`config.mk`:
```
export PLATFORM = sky130hd
export DESIGN_NAME = wfc_regs
export DESIGN_NICKNAME = d
export VERILOG_FILES = /design/src/rtl/wfc_pkg.sv /design/src/rtl/wfc_regs.sv
export SDC_FILE = /design/constraint.sdc
export NUM_CORES = 1
export LEC_CHECK = 0
export ABC_CLOCK_PERIOD_IN_PS = 1510
export BUFFER_PORTS_ARGS = -buffer_cell sky130_fd_sc_hd__buf_2
export CELL_PAD_IN_SITES_DETAIL_PLACEMENT = 0
export CELL_PAD_IN_SITES_GLOBAL_PLACEMENT = 1
export CORE_ASPECT_RATIO = 1.1
export CORE_UTILIZATION = 39
export DETAILED_ROUTE_END_ITERATION = 8
export GPL_ROUTABILITY_DRIVEN = 0
export MAX_ROUTING_LAYER = met4
export PLACE_DENSITY = 0.83
export SYNTH_ARGS = -nofsm -noshare
export SYNTH_HDL_FRONTEND = slang
export SYNTH_SLANG_ARGS = --single-unit
```
`constraint.sdc`:
```
create_clock -name clk -period 1.51 [get_ports clk]
set_input_delay 0.2265 -clock clk [delete_from_list [all_inputs] [get_ports clk]]
set_output_delay 0.2265 -clock clk [all_outputs]
set_load 0.02 [all_outputs]
```
`src/rtl/wfc_pkg.sv`:
```
// Shared types, constants and functions of the waypoint follower controller.
// No dependencies; used by every module of the block.
package wfc_pkg;

	localparam int MAX_WAYPOINTS = 16;
	localparam int CORDIC_STEPS  = 16;
	localparam int WP_AW   = $clog2(MAX_WAYPOINTS);
	localparam int CNT_W   = $clog2(MAX_WAYPOINTS + 1);
	localparam int ITER_W  = $clog2(CORDIC_STEPS);
	localparam int CX_W    = 36;
	localparam int CZ_W    = 28;
	localparam int ANG_W   = 18;
	localparam int NUM_REGS = 6;
	localparam int APB_AW  = $clog2(NUM_REGS * 4);

	localparam int PI_Q13      = 25736;
	localparam int TWO_PI_Q13  = 51472;
	localparam int HALF_PI_Q24 = 26353589;
	localparam int GAIN_Q30    = 652032874;

	typedef enum logic [1:0] {
		CMD_LOAD  = 2'd0,
		CMD_START = 2'd1,
		CMD_STEP  = 2'd2,
		CMD_NOP   = 2'd3
	} cmd_t;

	typedef enum logic [APB_AW-3:0] {
		REG_THETA_THR = 3'd0,
		REG_DIST_THR  = 3'd1,
		REG_LIN_LIM   = 3'd2,
		REG_ANG_LIM   = 3'd3,
		REG_WP_COUNT  = 3'd4,
		REG_START_HDG = 3'd5
	} reg_idx_t;

	typedef struct packed {
		cmd_t               command;
		logic [3:0]         waypoint_index;
		logic signed [31:0] waypoint_x;
		logic signed [31:0] waypoint_y;
	} in_beat_t;

	typedef struct packed {
		logic [30:0]        linear_cmd;
		logic signed [15:0] angular_cmd;
		logic               target_reached;
		logic [3:0]         target_index;
		logic signed [31:0] position_x;
		logic signed [31:0] position_y;
		logic signed [15:0] heading_out;
	} out_beat_t;

	typedef struct packed {
		logic [14:0]        theta_threshold;
		logic [30:0]        distance_threshold;
		logic [30:0]        linear_limit;
		logic [14:0]        angular_limit;
		logic [4:0]         waypoint_count;
		logic signed [15:0] start_heading;
	} cfg_t;

	typedef struct packed {
		logic              capture;
		logic              load_wr;
		logic              mod_sub;
		logic              rd_en;
		logic              rd_zero;
		logic              start_apply;
		logic              prep;
		logic              v_iter;
		logic              mag1;
		logic              mag2;
		logic              decide;
		logic              r_init;
		logic              r_iter;
		logic              mulx;
		logic              muly;
		logic              head;
		logic              res_load;
		logic [ITER_W-1:0] iter;
	} dp_cmd_t;

	typedef struct packed {
		logic tp_ge_n;
		logic drive;
	} dp_sts_t;

	// atan(2^-i) in Q.24
	function automatic logic signed [CZ_W-1:0] atan_q24(input logic [4:0] i);
		logic signed [CZ_W-1:0] r;
		case (i)
			5'd0:  r = CZ_W'(13176795);
			5'd1:  r = CZ_W'(7778716);
			5'd2:  r = CZ_W'(4110060);
			5'd3:  r = CZ_W'(2086331);
			5'd4:  r = CZ_W'(1047214);
			5'd5:  r = CZ_W'(524117);
			5'd6:  r = CZ_W'(262123);
			5'd7:  r = CZ_W'(131069);
			5'd8:  r = CZ_W'(65536);
			5'd9:  r = CZ_W'(32768);
			5'd10: r = CZ_W'(16384);
			5'd11: r = CZ_W'(8192);
			5'd12: r = CZ_W'(4096);
			5'd13: r = CZ_W'(2048);
			5'd14: r = CZ_W'(1024);
			5'd15: r = CZ_W'(512);
			5'd16: r = CZ_W'(256);
			5'd17: r = CZ_W'(128);
			5'd18: r = CZ_W'(64);
			5'd19: r = CZ_W'(32);
			5'd20: r = CZ_W'(16);
			5'd21: r = CZ_W'(8);
			5'd22: r = CZ_W'(4);
			5'd23: r = CZ_W'(2);
			5'd24: r = CZ_W'(1);
			default: r = '0;
		endcase
		return r;
	endfunction

	// fold into (-pi, pi]
	function automatic logic signed [ANG_W-1:0] wrap_ang(input logic signed [ANG_W-1:0] a);
		logic signed [ANG_W-1:0] r;
		r = a;
		if (r > ANG_W'(PI_Q13)) r = r - ANG_W'(TWO_PI_Q13);
		if (r > ANG_W'(PI_Q13)) r = r - ANG_W'(TWO_PI_Q13);
		if (r <= -ANG_W'(PI_Q13)) r = r + ANG_W'(TWO_PI_Q13);
		if (r <= -ANG_W'(PI_Q13)) r = r + ANG_W'(TWO_PI_Q13);
		return r;
	endfunction

endpackage

```
`src/rtl/wfc_regs.sv`:
```
// Configuration register file on an APB-style port.
// Depends on wfc_pkg.
module wfc_regs (
	input  logic                       clk,
	input  logic                       arst_n,
	input  logic                       psel,
	input  logic                       penable,
	input  logic                       pwrite,
	input  logic [wfc_pkg::APB_AW-1:0] paddr,
	input  logic [31:0]                pwdata,
	output logic [31:0]                prdata,
	output logic                       pready,
	output wfc_pkg::cfg_t              cfg
);
	import wfc_pkg::*;

	cfg_t     cfg_q;
	reg_idx_t idx;
	logic     wr;

	assign idx    = reg_idx_t'(paddr[APB_AW-1:2]);
	assign wr     = psel && penable && pwrite;
	assign pready = 1'b1;
	assign cfg    = cfg_q;

	always_ff @(posedge clk or negedge arst_n) begin
		if (!arst_n) begin
			cfg_q.theta_threshold    <= 15'd819;
			cfg_q.distance_threshold <= 31'd6554;
			cfg_q.linear_limit       <= 31'd65536;
			cfg_q.angular_limit      <= 15'd8192;
			cfg_q.waypoint_count     <= 5'd1;
			cfg_q.start_heading      <= '0;
		end else if (wr) begin
			case (idx)
				REG_THETA_THR: cfg_q.theta_threshold    <= pwdata[14:0];
				REG_DIST_THR:  cfg_q.distance_threshold <= pwdata[30:0];
				REG_LIN_LIM:   cfg_q.linear_limit       <= pwdata[30:0];
				REG_ANG_LIM:   cfg_q.angular_limit      <= pwdata[14:0];
				REG_WP_COUNT:  cfg_q.waypoint_count     <= pwdata[4:0];
				REG_START_HDG: cfg_q.start_heading      <= pwdata[15:0];
				default: ;
			endcase
		end
	end

	always_comb begin
		case (idx)
			REG_THETA_THR: prdata = {17'd0, cfg_q.theta_threshold};
			REG_DIST_THR:  prdata = {1'b0, cfg_q.distance_threshold};
			REG_LIN_LIM:   prdata = {1'b0, cfg_q.linear_limit};
			REG_ANG_LIM:   prdata = {17'd0, cfg_q.angular_limit};
			REG_WP_COUNT:  prdata = {27'd0, cfg_q.waypoint_count};
			REG_START_HDG: prdata = {16'd0, cfg_q.start_heading};
			default:       prdata = '0;
		endcase
	end

endmodule

```
# Word level (Yosys, flattened, before mapping)
# Index checks and enable logic that the tools add are counted.
[op_classes]
eq_ne = 5
n_mux = 1
reduce_logical = 9
[ops]
columns = ["operator", "n"]
rows = [
  ["31-bit case mux with 6 select lines", 1],
  ["2-bit AND reduction", 6],
  ["3-bit by 2-bit equality test with 1-bit output, second input constant", 2],
  ["3-bit equality test, second input constant", 2],
  ["3-bit by 1-bit equality test with 1-bit output, second input constant", 1],
  ["3-bit logical NOT", 1],
  ["1-bit logical AND", 2],
]
[totals]
register_bits = 113
inputBits = 42
out_inout_bits = 146
word_cells = 21

# Longest topological paths before layout
[logic_depth]
ltp_word = 3
mapped_depth = 6
ltp_nobuf = 3

# Worst setup path after synthesis
# Ideal clock, no wire load.
[synth_timing]
kind = "input-to-output"
start = "in paddr[3] (netlist bit)"
end = "out prdata[15]"
arrival_ps = 1333
path_slack_ps = -49
path_stages = 5
path_cell_list = "buf_4 > nor2b_1 > clkbuf_1 > a22oi_1 > o21ai_0"
[synth_via]
elab_chain_len = 2
[synth_rtl]
columns = ["element", "line", "rtl"]
rows = [
  ["start, declared", "wfc_regs.sv:9", "input logic [wfc_pkg::APB_AW-1:0] paddr,"],
  ["3-bit equality test, or another cell as far along", "wfc_regs.sv:48", "case (idx)"],
  ["31-bit case mux with 6 select lines *", "wfc_regs.sv:48", ""],
  ["end, declared", "wfc_regs.sv:11", "output logic [31:0] prdata,"],
]
# Every way passes the cells marked *; elsewhere a longest branch is shown, timed or not.

# Final worst setup path
[layout_timing]
start = "reg cfg_q, in the netlist cfg[25]"
end = "out prdata[4]"
[layout_via]
elab_chain_len = 1
[layout_rtl]
columns = ["element", "line", "rtl"]
rows = [
  ["start, declared", "wfc_regs.sv:17", "cfg_t cfg_q;"],
  ["31-bit case mux with 6 select lines", "wfc_regs.sv:48", ""],
]
# No other way between the ends.

==> summary.md <==
| Metric | Value |
|---|---|
| Routed vias/inst | 5.15 |
| VDD IR max | just under 800 µV |
| Max reg flops | between 100 and 150 |
| Setup TNS | -1.99 ns |
| R2R Path End | cfg[49] |
| Hold Crit Endpoint | cfg[54] |
| Share of cells above drive strength 1 | 0.693 |
| Largest family of logic cells by synthesized area | multiplexers |
| Via count | around 4000 |
| Final period utilization | 1.16 |
| Worst R2R Path Depth | 3 |
| Max Root-Sink Buffers | 2 |
| Clock root cell | clkbuf_16 |
| IO Count | roughly 190 |
| Endpoints failing hold | 0 |
| Critical-path top delay cell | mux4_2 |
| Crit-path cells | mux4_2 > nand2_1 > o21ai_1 > buf_4 |
| Post-Route WL | 14700 µm |
| CTS Sinks | approximately 110 |
| Inserted Clock Buffers | 17 |
| Grt total ovfl | 0 |
| Worst hold path startpoint | pwdata[18] |
| Final setup violation count | 15 |
| Worst R2R Setup Slack | 0.51 ns |
| XOR/XNOR share of the synthesized area | 0 |
| YS warnings | 0 |
| Hold Crit Class | input port to flop |
| Reg2reg start | cfg[49] |
| Commonest non-fill, non-tap cell in the layout | buf_2 |
| GR Util All Layers | 0.216 |
| CTS tree | yes |
| N_diodes | 0 |
| Req. time, crit path | 1.28 ns |
| Worst setup EP type | primary output |
| Final count of pins violating max slew | 0 |
| Synth Area in Adders | 0 |
| Final WS setup | -0.237 ns |
| Starting Density | 0.399 |
| Largest net degree at the start of global routing | 60 |
| Distinct cell type count after synthesis | 34 |
| ANT nets after route | 0 |
| Die ar. | roughly 14000 µm² |
| Post-route design area | between 7000 and 8000 µm² |
| Failing checks | setup timing |
| Largest stage delay on the critical path | between 0.4 and 0.5 ns |
| Reg clk slew, reported paths | 0.05 ns |
| Pleak | between 3 and 4 nW |
| Status | finished with violations |
| RSZ-0062 raised after global routing | true |
| Area of the core | ~13000 µm² |
| Port Buf Inserts | between 150 and 200 |
| DP HPWL | 10500 µm |
| DR WL/cell | 18.4 µm |
| Fmax | 0.572 GHz |
| Clk_lat worst skew | 0.40 ns |
| Clock skew | 0 ns |
| Commonest non-fill, non-tap cells in the layout | 154 x buf_2, 112 x mux2_2, 97 x dfrtp_1 |
| Crit Path Class | flop to primary output |
| Initial DRC Count | approximately 160 |
| CP startpoint kind | flop |
| Initial antenna violation count | 0 |
| Critical path's top delay family | multiplexers |
| Mux contribution to synthesized area | 0.305 |
| Mapped Area | between 5000 and 6000 µm² |
| Syn_nets | 422 |
| Crit path max fanout | 2 |
| Clock H-tree levels | 4 |
| Count of state elements after synthesis | 113 |
| Power Dens Cells | 1500 nW/µm² |
| Drt drc | 0 |
| # Max-Cap Violations | 0 |
| Die X | between 100 and 150 µm |
| WP data arrival | 1.52 ns |
| Placement Cell Area | 6650 µm² |
| Seq/Total Area, Yosys | 0.541 |
| Bufs and invs on worst path | 1 |
| Hold WS | 0.0507 ns |
| Synth Area in Compound Gates | 0.0634 |
| Avg Cell Area, Syn | 13.9 µm² |
| Area Overhead vs Synth | 46.0% |
| Final min period | around 1.7 ns |
| Die Y-Extent | 124 µm |
| Worst Hold Path Cells | 2 |
| Nets | 667 |
| Syn Inst Count | 380 |
| DRT Pass-1 Iters | 4 |
| Row count | between 40 and 50 |
| Vias in the first global route | roughly 4100 |
| First-pass GRT wire length | 21900 µm |
| Synth Area in Simple Gates | 0.0544 |
| Critical Path Stages | 4 |
stage by stage:
step	setup slack, ns	std cells	util	power [mW]
detailed placement	-0.117	734	0.503	7.07
finish	-0.237	799	0.582	11.5
CTS	-0.251	792	0.571	11.5
floorplan	0.00190	380	-	5.89
global placement	-0.0906	734	0.503	6.97
global route	-0.330	799	0.582	12.1
worst max-delay path by stage:
stage | from | endpoint | slack (ns)
CTS | cfg[22] | prdata[1] | -0.25
global route | cfg[100] | prdata[2] | -0.33
global placement | paddr[3] | cfg[41] | -0.09
floorplan | paddr[2] | prdata[13] | 0.002
detailed placement | paddr[3] | cfg[42] | -0.12
finish | cfg[25] | prdata[4] | -0.24
Yosys cell counts:
cell type	instances	area, µm²
a31oi_1	1	6.26
buf_2	11	55.1
o21ai_0	7	35.0
nand4_4	1	21.3
nor3_4	2	32.5
buf_6	2	22.5
dfstp_2	16	420
conb_1	2	7.51
inv_1	2	7.51
nand2b_4	1	13.8
a221oi_1	1	8.76
buf_4	12	90.1
mux2_2	114	1280
o22ai_1	4	25.0
o21a_1	1	7.51
mux2i_1	22	220
buf_1	1	3.75
a21o_1	5	37.5
o2bb2ai_1	5	43.8
a22oi_1	20	150
nand4b_4	1	23.8
nor2_1	20	75.1
nand3_1	4	20.0
mux4_2	2	45.0
nand2_1	5	18.8
nor2b_1	3	18.8
nor2_4	2	22.5
mux2_1	5	56.3
clkbuf_1	2	7.51
nor2_2	1	6.26
nand2b_2	1	8.76
nor3_1	5	25.0
a221o_1	2	20.0
dfrtp_1	97	2430
layout make-up:
cell class	instances	area [µm²]
clock buffers	22	464
inverters	2	7.51
fillers	1090	5520
flip-flops and latches	113	2850
multi-input cells	237	2320
well taps	161	201
clock inverters	10	158
repair buffers	254	1690
power by group:
group | internal (mW) | switching, mW
sequential | 3.69 | 0.451
combinational | 1.47 | 1.78
clock | 2.84 | 1.31
total | 7.99 | 3.54
worst register-to-register path, stage by stage (launching register included):
cell     delay [ns]
dfrtp_1        0.37
buf_4          0.13
buf_4          0.13
mux2_2         0.26
logic make-up after synthesis:
| family | after synthesis |
|---|---|
| and+or+nand+nor | 46 |
| other | 2 |
| DFF | 113 |
| AOI/OAI and AO/OA | 46 |
| buffers and inverters | 30 |
| muxes | 143 |
metal layers:
| layer | vias up | GRT usage | part of all wire |
|---|---|---|---|
| met5 | - | - | 0 |
| met4 | 0 | 0.0717 | 0.014 |
| met3 | 19 | 0.0535 | 0.048 |
| met2 | 135 | 0.356 | 0.51 |
| met1 | 2077 | 0.263 | 0.42 |
| li1 | 1882 | - | - |
timing repair:
item / CTS / global route
pin swaps: 14 / 7
buffers inserted: 24 / 7
hold buffers: 1 / 0
hold endpoints to repair: 97 / 0
resized for setup: 28 / 29
cloned: 1 / 0
setup endpoints to repair: 31 / 31
No activity file was read; power rests on OpenSTA's default activity.
