$ cat src/rtl/wfc_pkg.sv
// Shared types, constants and functions of the waypoint follower controller.
// No dependencies; used by every module of the block.
package wfc_pkg;

	localparam int MAX_WAYPOINTS = 16;
	localparam int CORDIC_STEPS  = 16;
	localparam int WP_AW   = $clog2(MAX_WAYPOINTS);
	localparam int CNT_W   = $clog2(MAX_WAYPOINTS + 1);
	localparam int ITER_W  = $clog2(CORDIC_STEPS);
	localparam int CX_W    = 36;
	localparam int CZ_W    = 28;
	localparam int ANG_W   = 18;
	localparam int NUM_REGS = 6;
	localparam int APB_AW  = $clog2(NUM_REGS * 4);

	localparam int PI_Q13      = 25736;
	localparam int TWO_PI_Q13  = 51472;
	localparam int HALF_PI_Q24 = 26353589;
	localparam int GAIN_Q30    = 652032874;

	typedef enum logic [1:0] {
		CMD_LOAD  = 2'd0,
		CMD_START = 2'd1,
		CMD_STEP  = 2'd2,
		CMD_NOP   = 2'd3
	} cmd_t;

	typedef enum logic [APB_AW-3:0] {
		REG_THETA_THR = 3'd0,
		REG_DIST_THR  = 3'd1,
		REG_LIN_LIM   = 3'd2,
		REG_ANG_LIM   = 3'd3,
		REG_WP_COUNT  = 3'd4,
		REG_START_HDG = 3'd5
	} reg_idx_t;

	typedef struct packed {
		cmd_t               command;
		logic [3:0]         waypoint_index;
		logic signed [31:0] waypoint_x;
		logic signed [31:0] waypoint_y;
	} in_beat_t;

	typedef struct packed {
		logic [30:0]        linear_cmd;
		logic signed [15:0] angular_cmd;
		logic               target_reached;
		logic [3:0]         target_index;
		logic signed [31:0] position_x;
		logic signed [31:0] position_y;
		logic signed [15:0] heading_out;
	} out_beat_t;

	typedef struct packed {
		logic [14:0]        theta_threshold;
		logic [30:0]        distance_threshold;
		logic [30:0]        linear_limit;
		logic [14:0]        angular_limit;
		logic [4:0]         waypoint_count;
		logic signed [15:0] start_heading;
	} cfg_t;

	typedef struct packed {
		logic              capture;
		logic              load_wr;
		logic              mod_sub;
		logic              rd_en;
		logic              rd_zero;
		logic              start_apply;
		logic              prep;
		logic              v_iter;
		logic              mag1;
		logic              mag2;
		logic              decide;
		logic              r_init;
		logic              r_iter;
		logic              mulx;
		logic              muly;
		logic              head;
		logic              res_load;
		logic [ITER_W-1:0] iter;
	} dp_cmd_t;

	typedef struct packed {
		logic tp_ge_n;
		logic drive;
	} dp_sts_t;

	// atan(2^-i) in Q.24
	function automatic logic signed [CZ_W-1:0] atan_q24(input logic [4:0] i);
		logic signed [CZ_W-1:0] r;
		case (i)
			5'd0:  r = CZ_W'(13176795);
			5'd1:  r = CZ_W'(7778716);
			5'd2:  r = CZ_W'(4110060);
			5'd3:  r = CZ_W'(2086331);
			5'd4:  r = CZ_W'(1047214);
			5'd5:  r = CZ_W'(524117);
			5'd6:  r = CZ_W'(262123);
			5'd7:  r = CZ_W'(131069);
			5'd8:  r = CZ_W'(65536);
			5'd9:  r = CZ_W'(32768);
			5'd10: r = CZ_W'(16384);
			5'd11: r = CZ_W'(8192);
			5'd12: r = CZ_W'(4096);
			5'd13: r = CZ_W'(2048);
			5'd14: r = CZ_W'(1024);
			5'd15: r = CZ_W'(512);
			5'd16: r = CZ_W'(256);
			5'd17: r = CZ_W'(128);
			5'd18: r = CZ_W'(64);
			5'd19: r = CZ_W'(32);
			5'd20: r = CZ_W'(16);
			5'd21: r = CZ_W'(8);
			5'd22: r = CZ_W'(4);
			5'd23: r = CZ_W'(2);
			5'd24: r = CZ_W'(1);
			default: r = '0;
		endcase
		return r;
	endfunction

	// fold into (-pi, pi]
	function automatic logic signed [ANG_W-1:0] wrap_ang(input logic signed [ANG_W-1:0] a);
		logic signed [ANG_W-1:0] r;
		r = a;
		if (r > ANG_W'(PI_Q13)) r = r - ANG_W'(TWO_PI_Q13);
		if (r > ANG_W'(PI_Q13)) r = r - ANG_W'(TWO_PI_Q13);
		if (r <= -ANG_W'(PI_Q13)) r = r + ANG_W'(TWO_PI_Q13);
		if (r <= -ANG_W'(PI_Q13)) r = r + ANG_W'(TWO_PI_Q13);
		return r;
	endfunction

endpackage

$ cat src/rtl/wfc_ctrl.sv
// Sequencer: one-hot state machine that steps the datapath through a command.
// Depends on wfc_pkg.
module wfc_ctrl (
	input  logic             clk,
	input  logic             arst_n,
	input  logic             cmd_valid,
	output logic             cmd_stall,
	input  wfc_pkg::cmd_t    command,
	output logic             res_valid,
	input  logic             res_stall,
	output wfc_pkg::dp_cmd_t dp_cmd,
	input  wfc_pkg::dp_sts_t dp_sts
);
	import wfc_pkg::*;

	typedef enum logic [15:0] {
		S_IDLE   = 16'h0001,
		S_LOAD   = 16'h0002,
		S_MOD    = 16'h0004,
		S_READ   = 16'h0008,
		S_STRT   = 16'h0010,
		S_PREP   = 16'h0020,
		S_VITER  = 16'h0040,
		S_MAG1   = 16'h0080,
		S_MAG2   = 16'h0100,
		S_DECIDE = 16'h0200,
		S_RINIT  = 16'h0400,
		S_RITER  = 16'h0800,
		S_MULX   = 16'h1000,
		S_MULY   = 16'h2000,
		S_HEAD   = 16'h4000,
		S_DONE   = 16'h8000
	} state_t;

	state_t            state_q, state_d;
	cmd_t              op_q;
	logic [ITER_W-1:0] iter_q;
	logic              res_valid_q;
	logic              accept, last_iter, out_free;

	assign accept    = cmd_valid && (state_q == S_IDLE);
	assign cmd_stall = (state_q != S_IDLE);
	assign last_iter = (iter_q == ITER_W'(CORDIC_STEPS - 1));
	assign out_free  = !res_valid_q || !res_stall;
	assign res_valid = res_valid_q;

	always_comb begin
		state_d = state_q;
		case (state_q)
			S_IDLE: begin
				if (cmd_valid) begin
					case (command)
						CMD_LOAD:  state_d = S_LOAD;
						CMD_START: state_d = S_READ;
						CMD_STEP:  state_d = S_MOD;
						default:   state_d = S_DONE;
					endcase
				end
			end
			S_LOAD:   state_d = S_DONE;
			S_MOD:    if (!dp_sts.tp_ge_n) state_d = S_READ;
			S_READ:   state_d = (op_q == CMD_START) ? S_STRT : S_PREP;
			S_STRT:   state_d = S_DONE;
			S_PREP:   state_d = S_VITER;
			S_VITER:  if (last_iter) state_d = S_MAG1;
			S_MAG1:   state_d = S_MAG2;
			S_MAG2:   state_d = S_DECIDE;
			S_DECIDE: state_d = dp_sts.drive ? S_RINIT : S_HEAD;
			S_RINIT:  state_d = S_RITER;
			S_RITER:  if (last_iter) state_d = S_MULX;
			S_MULX:   state_d = S_MULY;
			S_MULY:   state_d = S_HEAD;
			S_HEAD:   state_d = S_DONE;
			S_DONE:   if (out_free) state_d = S_IDLE;
			default:  state_d = S_IDLE;
		endcase
	end

	always_ff @(posedge clk or negedge arst_n) begin
		if (!arst_n) begin
			state_q     <= S_IDLE;
			op_q        <= CMD_NOP;
			iter_q      <= '0;
			res_valid_q <= 1'b0;
		end else begin
			state_q <= state_d;
			if (accept) op_q <= command;
			if (state_q == S_PREP || state_q == S_RINIT)
				iter_q <= '0;
			else if (state_q == S_VITER || state_q == S_RITER)
				iter_q <= iter_q + 1'b1;
			if (state_q == S_DONE && out_free)
				res_valid_q <= 1'b1;
			else if (!res_stall)
				res_valid_q <= 1'b0;
		end
	end

	always_comb begin
		dp_cmd             = '0;
		dp_cmd.capture     = accept;
		dp_cmd.load_wr     = (state_q == S_LOAD);
		dp_cmd.mod_sub     = (state_q == S_MOD) && dp_sts.tp_ge_n;
		dp_cmd.rd_en       = (state_q == S_READ);
		dp_cmd.rd_zero     = (op_q == CMD_START);
		dp_cmd.start_apply = (state_q == S_STRT);
		dp_cmd.prep        = (state_q == S_PREP);
		dp_cmd.v_iter      = (state_q == S_VITER);
		dp_cmd.mag1        = (state_q == S_MAG1);
		dp_cmd.mag2        = (state_q == S_MAG2);
		dp_cmd.decide      = (state_q == S_DECIDE);
		dp_cmd.r_init      = (state_q == S_RINIT);
		dp_cmd.r_iter      = (state_q == S_RITER);
		dp_cmd.mulx        = (state_q == S_MULX);
		dp_cmd.muly        = (state_q == S_MULY);
		dp_cmd.head        = (state_q == S_HEAD);
		dp_cmd.res_load    = (state_q == S_DONE) && out_free;
		dp_cmd.iter        = iter_q;
	end

endmodule

$ cat config.mk
export PLATFORM = sky130hd
export DESIGN_NAME = wfc_ctrl
export DESIGN_NICKNAME = d
export VERILOG_FILES = /design/src/rtl/wfc_pkg.sv /design/src/rtl/wfc_ctrl.sv
export SDC_FILE = /design/constraint.sdc
export NUM_CORES = 1
export LEC_CHECK = 0
export ABC_AREA = 1
export BUFFER_PORTS_ARGS = -buffer_cell sky130_fd_sc_hd__buf_2
export CORE_UTILIZATION = 30
export CTS_CLUSTER_DIAMETER = 40
export DETAILED_ROUTE_END_ITERATION = 10
export MAX_ROUTING_LAYER = met4
export PLACE_DENSITY_LB_ADDON = 0.12
export SYNTH_ARGS = -nofsm -noshare
export SYNTH_HDL_FRONTEND = slang
export SYNTH_SLANG_ARGS = --single-unit
$ cat constraint.sdc
create_clock -name clk -period 1.7 [get_ports clk]
set_input_delay 0.17 -clock clk [delete_from_list [all_inputs] [get_ports clk]]
set_output_delay 0.17 -clock clk [all_outputs]
set_load 0.02 [all_outputs]
* Word-level counts from Yosys, hierarchy flattened
Cells that the tools add are included.
** Operators by class
- Add/subtract/negate cells :: 1
- Equal/unequal tests :: 27
- Muxes and demuxes :: 13
- Reductions and logical operators :: 12
** Operators with widths (number)
- $pmux W16 S14 :: 1
- $mux W16 :: 5
- $pmux W16 S3 :: 1
- $eq A16 B1 Y1 const B :: 1
- $eq A16 B10 Y1 const B :: 1
- $eq A16 B11 Y1 const B :: 1
- $eq A16 B12 Y1 const B :: 1
- $eq A16 B13 Y1 const B :: 1
- $eq A16 B14 Y1 const B :: 1
- $eq A16 B15 Y1 const B :: 1
- $eq A16 B16 Y1 const B :: 1
- $eq A16 B2 Y1 const B :: 1
- $eq A16 B3 Y1 const B :: 1
- $eq A16 B4 Y1 const B :: 1
- $eq A16 B5 Y1 const B :: 1
- $eq A16 B6 Y1 const B :: 1
- $eq A16 B7 Y1 const B :: 1
- $eq A16 B8 Y1 const B :: 1
- $eq A16 B9 Y1 const B :: 1
- $ne A16 B1 Y1 const B :: 1
- $mux W15 :: 1
- $mux W4 :: 2
- $mux W6 :: 1
- $ne A2 B1 Y1 const B :: 3
- 13 further kinds :: 22
** Storage, ports and cells
- Register bits after elaboration :: 23
- Bits of input ports :: 8
- Output and inout port bits :: 23
- Logic and storage cells :: 57

* Depth between registers and ports, before layout
Gate-level depths: netlist (run 1).
- Word-level depth :: 4
- Gate-level depth with buffers :: 11
- Depth with buffers taken out :: 11

* Least setup slack after synthesis (run 1)
OpenSTA, ideal clock, no wires.
- Kind :: register to register
- From :: register state_q[8]
- To :: register state_q[0]
- Setup time :: 0.076 ns
- Arrival time :: 1.495 ns
- Required time :: 1.624 ns
- Path slack :: 0.129 ns
- Cell stages (with the launch flop) :: 11
- Buffers on the path :: 0
- Clock period less this slack :: 1.571 ns
- Cell sequence :: dfrtp_1 > nor2_4 > nand2_4 > nor2_8 > nand2_1 > nor2_1 > nor2_1 > nand2_1 > nor2_1 > nand3_1 > nand2_1
** RTL lines
- from (decl) :: RTL line wfc_ctrl.sv:35 : state_t state_q, state_d;
- from (signal assigned) :: RTL line wfc_ctrl.sv:86 : state_q <= state_d;

==> results of run 1 <==
## per-stage QoR
step	setup TNS [ns]	util [%]	cell area (um2)	setup WS, ns	cells
2_1_floorplan	0	-	1410	0.129	199
3_5_place_dp	0	37.0	1640	0.00501	283
6_report	-0.155	47.0	2090	-0.0395	313
3_3_place_gp	0	37.0	1640	0.000453	283
5_1_grt	-1.60	47.0	2090	-0.130	313
4_1_cts	-0.124	42.7	1900	-0.0330	304
## worst max-delay path, cell delays in order, from the launching register on
cell	delay, ns
dfrtp_1	0.42
nor2_4	0.15
nand2_4	0.10
nor2_8	0.19
buf_4	0.15
nand3_4	0.09
inv_1	0.07
buf_4	0.13
## logic make-up (layout without fill, tap and decap cells)
kind of cell               after synthesis  after routing  synth area share [%]
and+or+nand+nor                        113            114                  39.5
adders and majority gates                1              1                 0.886
DFF                                     23             23                  41.0
AOI/OAI and AO/OA                       14             14                  5.58
buffers and inverters                   48            109                  13.0
## flip-flops by register name (all words and copies together) (netlist names)
| signal | cells |
|---|---|
| op_q | 2 |
| res_valid | 1 |
| state_q | 16 |
| iter_q | 4 |
## synthesized netlist by cell type, drive strengths merged (3+ instances only)
library cell and instances:
nand2 43, a21oi 4, o21ai 8, nor2 50, dfrtp 20, inv 47, dfstp 3, nand3 10
nor3 6, nand4 3
## area by class of cell
type / count / share of cell area [%]
inverter: 47 / 8.45
tap: 52 / 3.12
multi-input combinational: 129 / 37.6
timing repair buffer: 58 / 20.7
clock buffer: 3 / 1.98
sequential: 23 / 27.7
clock inverter: 1 / 0.359
## routing by layer
| metal | up-vias | global-route usage [%] | routed length, um |
|---|---|---|---|
| met5 | - | - | 0 |
| met4 | 0 | 4.67 | 25 |
| met3 | 2 | 2.56 | 86 |
| met2 | 14 | 28.7 | 2050 |
| met1 | 656 | 19.5 | 1680 |
| li1 | 725 | - | - |
## where the power goes
group	leakage [nW]	switching (mW)	total [mW]	internal, mW
clock network	0.0217	0.198	0.364	0.166
registers	0.309	0.0766	0.739	0.662
logic	0.871	0.833	1.36	0.528
## repair_timing
item	in CTS	in global routing
endpoints found under the hold margin	20	0
setup endpoints to repair	19	22
buffers inserted	15	9
hold buffers	1	0
gates resized for setup	25	38
pin swaps	9	12
cloned	1	0
## final timing paths
kind	from	end	slack, ns	depth (start not counted)
setup reg to reg	state_q[10]$_DFFE_PN0P_	state_q[3]$_DFFE_PN0P_	0.03	11
hold reg to reg	iter_q[2]$_DFFE_PN0P_	iter_q[2]$_DFFE_PN0P_	0.50	1
max in group asynchronous	arst_n	state_q[0]$_DFFE_PN1P_	0.91	2
setup / recovery	state_q[10]$_DFFE_PN0P_	dp_cmd[14]	-0.04	7
min in group asynchronous	arst_n	state_q[5]$_DFFE_PN0P_	0.42	2
hold / removal	command[1]	state_q[1]$_DFFE_PN0P_	0.08	2
==> results list, run 1 <==
- Number of antenna violations at the first check in global routing: 0
* Required time reported for the critical path endpoint: 1.53 ns
- In the routed layout, each cell is associated on average with a via count of 4.46.
- Finish-stage setup viols: 8
* Most used flip-flop cell after synthesis: dfrtp_1
- The filler cells instantiated in the layout total 455.
- Static leakage: 1.20 nW
* Synth area leaders: dfrtp_1 35%, inv_1 12%, nor2_1 11%
* CTS H-tree depth: 1
- TritonCTS created 3 clock buffers.
- The die is 70.6 um tall.
- Worst Setup Slack, final: -0.0395 ns
* Sequential element share of the synthesized area: 41.0%
* Result of the run: finished with violations
* Failing checks: DRC, setup timing
- Synthesis handed over a netlist of 199 instances.
- Ant diodes: 0
* First-pass GRT wire length: 6230 um
* DR WL/cell: 12.3 um
- Endpoint type of the worst setup path: output port
* RSZ-0062 raised after global routing: true
* Fin. Hold Viols: 0
- Worst hold slack: 0.0760 ns
* Synth top area share: 35.4%
- Entering global routing, the biggest net connects 24 pins.
- In this run the worst path has a maximum fanout of 7.
- The max-slew violation total from the final report is 0.
* Post-DP HPWL: 2520 um
* MaxCap Viol Count: 0
* Fraction of registers with async set/reset: 100%
- For this run, the top clock speed supported by timing is 575 MHz.
- The floorplan step defined a die boundary enclosing 4990 um2.
* Class of the most critical setup path: reg -> out
- Initial core utilization: 31.8%
- Final Power: 2.46 mW
- Tightest Pin Transition: 0.558 ns
- The worst setup path is launched from a flop.
- For this design, the sink count on the clock tree is 23.
- Worst hold path class: in -> reg
- Summing all flip-flop and latch instances after layout gives 579 um2.
* Power per cell area: 1180 nW/um2
- Residual antenna-violating net count after detailed routing: 0
- TritonCTS clock tree: built
- Of the available clock period, the critical path in the final layout requires 102%.
- The root buffer cell chosen for the clock tree is clkbuf_8.
- At the end of the flow, the number of nets in the layout was 271.
- Number of port buffers: 30
* First-iteration detailed-routing DRC count: 56
* Clock period minus final worst setup slack: 1.74 ns
- CTS max path bufs: 2
- VDD sags by at most 0.828 mV.
- Netlist Area Pre-Place: 1410 um2
- Global routing finished with a remaining overflow of 0.
- After synthesis, the mean cell area works out to 7.10 um2.
- Count of boundary I/O pins: 31
- Total routing usage reported by global routing: 16.4%
- At the worst endpoint, the arrival time is 1.57 ns.
* Detailed Route WL: 3840 um
- In the routed design, unresolved DRC markers number 2.
- For the worst-skew pair, the clock arrives at the later sink with an insertion delay of 0.27 ns.
- Most frequent cells in the layout: 41 x inv_1, 30 x buf_4, 29 x nand2_1, 28 x nor2_1, 20 x dfrtp_1
* Number of enable-type register cells in the synthesized netlist: 0
- The netlist uses 24 different library cells.
- The number of global-route vias before repair is 1352.
- Horizontal die dimension: 70.6 um
- The worst pin sits at a relative slew slack of 62.8%.
- The library cell used most frequently in the layout, excluding fill and tap cells, is inv_1.
* Area inside the core boundary: 4440 um2
- Number of synthesized register bits: 23
* Fraction of layout instances using a drive strength above 1: 43.3%
- At the end of routability-driven placement, the weighted congestion stood at 0.848.
* Setup clock skew after layout: 0.00198 ns
* Cell accounting for the most synthesized area: dfrtp_1
- Vias post-DR: 1397
- The multi-input combinational cells in the finished layout cover a total of 786 um2.
- For this run, the detailed router's first-pass iteration total came to 7.
* Number of standard-cell rows in the floorplan: 24
- Clock-pin slew was measured on the worst setup and hold paths at 0.09 ns.
- YS warnings: 0
- Compared with the post-synthesis result, the final layout area differs by 47.8%.
* Synthesized Nets: 208
(Power assumes the default switching activity.)
==> run 2, diff against run 1 <==
- HOLD_SLACK_MARGIN: default -> 0.08
==> run 2 against run 1 <==
The flow still finishes with violations (DRC, setup timing). Largest power group unchanged. Clock power barely moved. Register-to-register slack is essentially flat. Clock skew about the same. Critical path depth did not move. Global-route usage did not move. Sequential power about the same. Sequential share of layout area down 0.13 points.
==> results list, run 2 (synthesized netlist as in run 1, its figures left out) <==
- The maximum number of pins on one net before global-route repair is 24 (unchanged).
- Root Buffer: clkbuf_8
- The post-detailed-route count of antenna-violating nets is 0 (unchanged).
* Number of instances on the worst hold path: 2 (unchanged)
* CP dominant cell by count: buf_4
- Startpoint Class: flop
- The routed wirelength normalized by instance count was 12.2 um (-0.24%).
* Fin. Hold Viols: 0 (unchanged)
- Number of pins exceeding their max-slew limit in the final report: 0 (unchanged)
- Ant diodes: 0 (unchanged)
- Max incr delay on CP: 0.42 ns (about the same)
- Horizontal die dimension: 70.6 um (unchanged)
- Worst reg2reg path startpoint: state_q[10]$_DFFE_PN0P_
* Post-layout nets: 272 (+0.37%)
- The placeable core region was 4440 um2 (unchanged).
- Fraction of layout instances using a drive strength above 1: 43.1% (-0.17 points)
- Worst Setup Slack, final: -0.0390 ns (+0.000484 ns)
- Final instance area: 2100 um2 (+0.48%)
- The count of fill cells added during filler insertion is 456 (+0.22%).
- Failing checks: DRC, setup timing
- Placed cell areas: 1640 um2 (unchanged)
- Reg-to-reg setup timing slack: 0.02 ns (about the same)
- The length of the first detailed-routing pass in iterations came to 7 (unchanged).
* Sum of overflow across all layers after global routing: 0 (unchanged)
- Library cell contributing the largest single delay on the critical path: dfrtp_1
- Total routing usage reported by global routing: 16.4% (unchanged)
- The share of the core filled with cells was 47.2% (+0.23 points).
- Finish-stage setup viols: 7 (-1)
* TritonCTS clock tree: built
* Die area: 4990 um2 (unchanged)
- The wire length of the first global-routing pass came to 6230 um (unchanged).
* Max Fclk: 575 MHz (about the same)
* Detailed Route WL: 3850 um (about the same)
* RSZ-0062 raised after global routing: true
- The signal on the critical path passes through nor2_4 > nand2_4 > nor2_8 > buf_4 > nand3_4 > inv_1 > buf_4.
* Crit-path leading delay family: simple AND/OR/NAND/NOR gates
- Via count normalized by instance count: 4.47 (+0.11%)
* Initial core utilization: 31.8% (unchanged)
- The maximum vdd drop is 0.825 mV (-0.35%).
* Number of standard-cell rows in the floorplan: 24 (unchanged)
- Number of port buffers: 30 (unchanged)
- The minimum hold slack is 0.0931 ns (+0.0171 ns).
* CTS Buf Count: 3 (unchanged)
* Arrival time at the worst endpoint: 1.57 ns (about the same)
- The total buffers and inverters traversed by the critical path is 3 (unchanged).
- Number of global-route vias before repair: 1358 (+0.44%)
* Hold worst-path end: state_q[14]$_DFFE_PN0P_
- Vias post-DR: 1403 (+0.43%)
- Static leakage: 1.21 nW (+0.35%)
- Most frequent cells in the layout: 41 x inv_1, 30 x buf_4, 29 x nand2_1, 28 x nor2_1, 20 x dfrtp_1
- The boundary pin count was 31 (unchanged).
- Ranked by flip-flop count, first place goes to state_q.
- The worst setup path is captured at an output port.
* Number of antenna violations at the first check in global routing: 0 (unchanged)
- The power density of the placed cells is 1170 nW/um2 (-0.49%).
* Reg-to-reg endpoint: state_q[3]$_DFFE_PN0P_
- Length in cells of the worst reg-to-reg path: 11 (unchanged)
- The startpoint identified for the worst hold timing path is dp_sts[0].
- The post-DP HPWL was 2520 um (unchanged).
- Worst hold path class: in -> reg
- The critical path in this run is classified as reg -> out.
* Result of the run: finished with violations
- Residual DRC count: 2 (unchanged)
- Leaving out fill and tap cells, the most frequent cell in the layout is inv_1.
- Number of flip-flops under the largest register name: 16 (unchanged)
- Max-Slew Margin vs Limit: 62.5% (-0.32 points)
* Source-to-sink clock delay at the later pin of the worst-skew pair: 0.27 ns (about the same)
- The floorplan die height came to 70.6 um (unchanged).
* CTS H-tree depth: 1 (unchanged)
- Placer congestion estimate: 0.848 (unchanged)
* Top Registers: state_q (16), iter_q (4), op_q (2)
* Clock period minus final worst setup slack: 1.74 ns (-0.000484 ns)
- The portion of the clock cycle consumed by the worst path in the final layout came to 102% (about the same).
- Clk slew on worst S/H paths: 0.09 ns (about the same)
- The max-capacitance violation count is 0 (unchanged).
* Required time reported for the critical path endpoint: 1.53 ns (about the same)
* Post-route setup TNS: -0.154 ns (+0.00148 ns)
- The DRC violation total after the first TritonRoute iteration came to 47 (-16%).
- Clock sink count: 23 (unchanged)
* Tightest Pin Transition: 0.563 ns (+0.00483 ns)
- The maximum fanout count along the critical path is 7 (unchanged).
- The area growth from synthesis to layout is 48.5%.
- Setup clock skew after layout: 0.00168 ns (-0.000306 ns)
- The number of buffers on the longest clock path is 2 (unchanged).
-- run 2: changes by cell type in the layout (fill, tap and decap cells not counted) --
cell | before | now
dlygate4sd3_1 | 1 | 2
-- run 2: routing by layer --
layer / GRT usage [%] / vias to the layer above / wire length [um]
met1: 19.5 / 661 / 1690
met3: 2.56 / 2 / 79
met2: 28.7 / 14 / 2050
met4: 4.67 / 0 / 25
met5: - / - / 0
li1: - / 726 / -
-- run 2: report_power, final --
group          internal [mW]  switching (mW)  leakage (nW)
Sequential             0.662          0.0767         0.309
Combinational          0.529           0.832         0.875
Clock                  0.166           0.197        0.0217
Total                   1.36            1.11          1.21
-- run 2: stage by stage --
stage	total power, mW	worst slack (ns)	std cells
3_5_place_dp	1.70	0.00501	283
5_1_grt	2.65	-0.130	314
6_report	2.46	-0.0390	314
3_3_place_gp	1.71	0.000453	283
2_1_floorplan	1.44	0.129	199
4_1_cts	2.30	-0.0330	305
-- run 2: repair_timing --
| item | CTS | global route |
|---|---|---|
| endpoints found under the hold margin | 21 | 0 |
| pin swaps | 9 | 12 |
| hold buffers | 2 | 0 |
| cloned | 1 | 0 |
| buffers inserted | 15 | 9 |
| gates resized for setup | 25 | 38 |
| setup endpoints to repair | 19 | 22 |
-- run 2: worst max-delay path by stage --
| stage | startpoint | endpoint | slack [ns] | cells after the start |
|---|---|---|---|---|
| after floorplan | state_q[8]$_DFFE_PN0P_ | state_q[0]$_DFFE_PN1P_ | 0.13 | 10 |
| after global placement | state_q[5]$_DFFE_PN0P_ | state_q[7]$_DFFE_PN0P_ | 0.0005 | 10 |
| after detailed placement | state_q[0]$_DFFE_PN1P_ | state_q[3]$_DFFE_PN0P_ | 0.005 | 10 |
| after CTS | state_q[3]$_DFFE_PN0P_ | dp_cmd[9] | -0.03 | 6 |
| after global routing | state_q[7]$_DFFE_PN0P_ | dp_cmd[9] | -0.13 | 6 |
| final | state_q[10]$_DFFE_PN0P_ | dp_cmd[14] | -0.04 | 7 |
-- run 2: layout make-up --
cell class                 instances  area (um2)  area share, %
clock buffer                       3        41.3           1.97
clock inverter                     1        7.51          0.358
inverter                          47         176           8.41
multi-input combinational        129         786           37.4
sequential                        23         579           27.6
tap                               52        65.1           3.10
timing repair buffer              59         443           21.1
==> run 3, diff against run 2 <==
- CORE_ASPECT_RATIO: default -> 1.5
- SKIP_LAST_GASP: default -> 1
==> run 3 against run 2 <==
The run still ends with DRC, setup timing left. Utilization decreased by 2.9 points. Combinational power decreased by 10%. Clock skew increased by 0.0044 ns. First-iteration DRC count decreased by 15%. Die area increased by 0.11%. Critical endpoint is now dp_cmd[20]. Flip-flop and latch count unchanged. Routed wire length decreased by 6.3%. Global-route usage increased by 0.42 points. Largest power group unchanged. Cell count decreased by 1.9%. Maximum frequency increased by 0.76%. Hold slack improved by 0.018 ns.
==> results list, run 3 (synthesized netlist as in run 1, its figures left out) <==
- In the final layout, the registers with the most flip-flops are state_q (16), iter_q (4), op_q (2).
- Post-layout nets: 270 (-0.74%)
- The number of CTS-inserted buffers was 3 (unchanged).
- The placeable core region is 4500 um2 (+1.4%).
- The cell area after placement came to 1660 um2 (+1.1%).
* Residual antenna-violating net count after detailed routing: 0 (unchanged)
- Required time reported for the critical path endpoint: 1.53 ns (about the same)
- The quantity of I/O buffers inserted on ports is 30 (unchanged).
- Number of pins exceeding their max-slew limit in the final report: 0 (unchanged)
- The routed wirelength normalized by instance count is 11.7 um (-4.4%).
- Layout-stage area growth over the synthesis result: 41.5%
* Post-route non-filler standard cell count: 308 (-1.9%)
* Number of flip-flops under the largest register name: 16 (unchanged)
- The vias per cell came to 4.52 (+1.1%).
* Most frequent cells in the layout: 41 x inv_1, 34 x nand2_1, 33 x buf_4, 28 x nor2_1, 20 x dfrtp_1
- The total setup violations reported at the end of the flow came to 1 (-6).
- Horizontal die dimension: 58.0 um (-18%)
- By instance count, the cell type seen most on the critical path is nor2_4.
- Fraction of layout instances using a drive strength above 1: 39.6% (-3.5 points)
- Power per cell area: 1160 nW/um2 (-0.89%)
* Critical path cell sequence: nor2_4 > nand2_4 > nor2_8 > buf_4 > nand3_4 > nor2_4 > buf_6
- The overall power consumption was 2.32 mW (-5.6%).
- The maximum fanout count along the critical path is 6 (-1).
* Clk slew on worst S/H paths: 0.09 ns (about the same)
- The achievable frequency came to 579 MHz (+0.76%).
* Vertical die dimension: 86.0 um (+22%)
- The floorplan die area was 4990 um2 (+0.11%).
- Number of cells in the design after placement: 282 (-0.35%)
- Tightest Pin Transition: 0.547 ns (-0.0157 ns)
* Register name with the most flops: state_q
- Clock period minus final worst setup slack: 1.73 ns (-0.0132 ns)
- The DRC violation total after the first TritonRoute iteration was 40 (-15%).
- The final weighted congestion in routability-driven placement came to 0.749 (-12%).
- STA classifies the critical path endpoint as an output port.
- Fin. Hold Viols: 0 (unchanged)
* Setup clock skew after layout: 0.00608 ns (+0.00441 ns)
- TritonCTS clock tree: built
* Detailed Route WL: 3610 um (-6.3%)
* Number of antenna violations at the first check in global routing: 0 (unchanged)
- Final instance area: 2000 um2 (-4.8%)
* Worst vdd rail ir drop: 0.704 mV (-15%)
- Post-DP HPWL: 2620 um (+4.0%)
* Source-to-sink clock delay at the later pin of the worst-skew pair: 0.27 ns (about the same)
- First-pass GRT wire length: 6290 um (+0.88%)
- Failing checks: DRC, setup timing
* Final Util: 44.4% (-2.9 points)
- The arrival time at the worst endpoint came to 1.56 ns (about the same).
- Most common cell after layout, fill and taps aside: inv_1
* Fraction of the cycle the final worst path needs: 102% (-0.78 points)
- The cell sitting at the root of the clock tree is a clkbuf_8.
* Vias post-DR: 1392 (-0.78%)
- The H-tree depth reported by CTS is 1 (unchanged).
- The number of core rows was 30 (+25%).
* Class of the most critical setup path: reg -> out
- The length of the first detailed-routing pass in iterations is 7 (unchanged).
- Result of the run: finished with violations
- Filler cells: 481 (+5.5%)
* Max-Slew Margin vs Limit: 63.5% (+1.0 points)
- The total clock sinks came to 23 (unchanged).
* Ant diodes: 0 (unchanged)
- CTS max path bufs: 2 (unchanged)
* Initial core utilization: 31.4% (-0.42 points)
* Library cell contributing the largest single delay on the critical path: dfrtp_1
* Count of boundary I/O pins: 31 (unchanged)
- The max-capacitance violation count was 0 (unchanged).
- Setup repair after global routing could not meet its margin everywhere.
- Residual DRC count: 2 (unchanged)
- Max incr delay on CP: 0.43 ns (about the same)
- Worst Setup Slack, final: -0.0258 ns (+0.0132 ns)
* Static leakage: 1.18 nW (-2.1%)
- Startpoint Class: flop
* Sum of overflow across all layers after global routing: 0 (unchanged)
- Number of global-route vias before repair: 1441 (+6.1%)
* Total routing usage reported by global routing: 16.8% (+0.42 points)
* Worst hold path class: in -> reg
- Maximum number of pins on one net before global-route repair: 24 (unchanged)
run 3: cell count changes in the layout (fill, tap and decap cells not counted), sizes merged:
cell / delta
buf: -2
clkinvlp: -1
clkbuf: +1
run 3: area by class of cell:
type	count	area, um2	area share, %
Tap cell	48	60.1	3.01
Multi-Input combinational cell	129	741	37.1
Clock buffer	4	45.0	2.25
Timing Repair Buffer	57	397	19.8
Inverter	47	176	8.83
Sequential cell	23	579	29.0
run 3: worst max-delay path: cells and delay by family (launching register included):
family,cells,cell delay [ns]
flip-flops,1,0.43
AND/OR/NAND/NOR,5,0.59
buffers and inverters,2,0.26
run 3: where the power goes:
part | internal, mW | total (mW) | switching (mW)
clock network | 0.168 | 0.360 | 0.192
logic | 0.482 | 1.22 | 0.741
registers | 0.663 | 0.741 | 0.0786
total | 1.31 | 2.32 | 1.01
run 3: final timing paths:
kind	startpoint	end	slack (ns)	depth (start not counted)
max	state_q[15]$_DFFE_PN0P_	dp_cmd[20]	-0.03	7
min	dp_sts[0]	state_q[10]$_DFFE_PN0P_	0.11	3
max reg2reg	state_q[15]$_DFFE_PN0P_	state_q[7]$_DFFE_PN0P_	0.02	11
min reg2reg	iter_q[2]$_DFFE_PN0P_	iter_q[2]$_DFFE_PN0P_	0.49	1
max in group asynchronous	arst_n	op_q[0]$_DFFE_PN1P_	0.92	2
min in group asynchronous	arst_n	state_q[14]$_DFFE_PN0P_	0.41	2
run 3: timing repair:
action | CTS | global route
gates resized for setup | 25 | 18
hold buffers | 2 | 0
pin swaps | 11 | 6
gates cloned | 1 | 0
buffers inserted | 17 | 2
setup endpoints to repair | 21 | 22
hold endpoints to repair | 21 | 0
run 3: routing by layer:
| layer | global-route usage (%) | share of wire, % |
|---|---|---|
| met5 | - | 0 |
| met2 | 30.6 | 54 |
| met3 | 2.11 | 3.7 |
| met1 | 18.3 | 40 |
| met4 | 5.63 | 2.4 |
run 3: metrics by stage:
stage	hold WS (ns)	setup slack (ns)	setup TNS [ns]
floorplan	-0.126	0.129	0
global placement	0.201	-0.140	-0.295
detailed placement	0.206	-0.0754	-0.209
CTS	0.108	-0.0161	-0.0579
global route	0.131	-0.0849	-1.08
finish	0.111	-0.0258	-0.0258
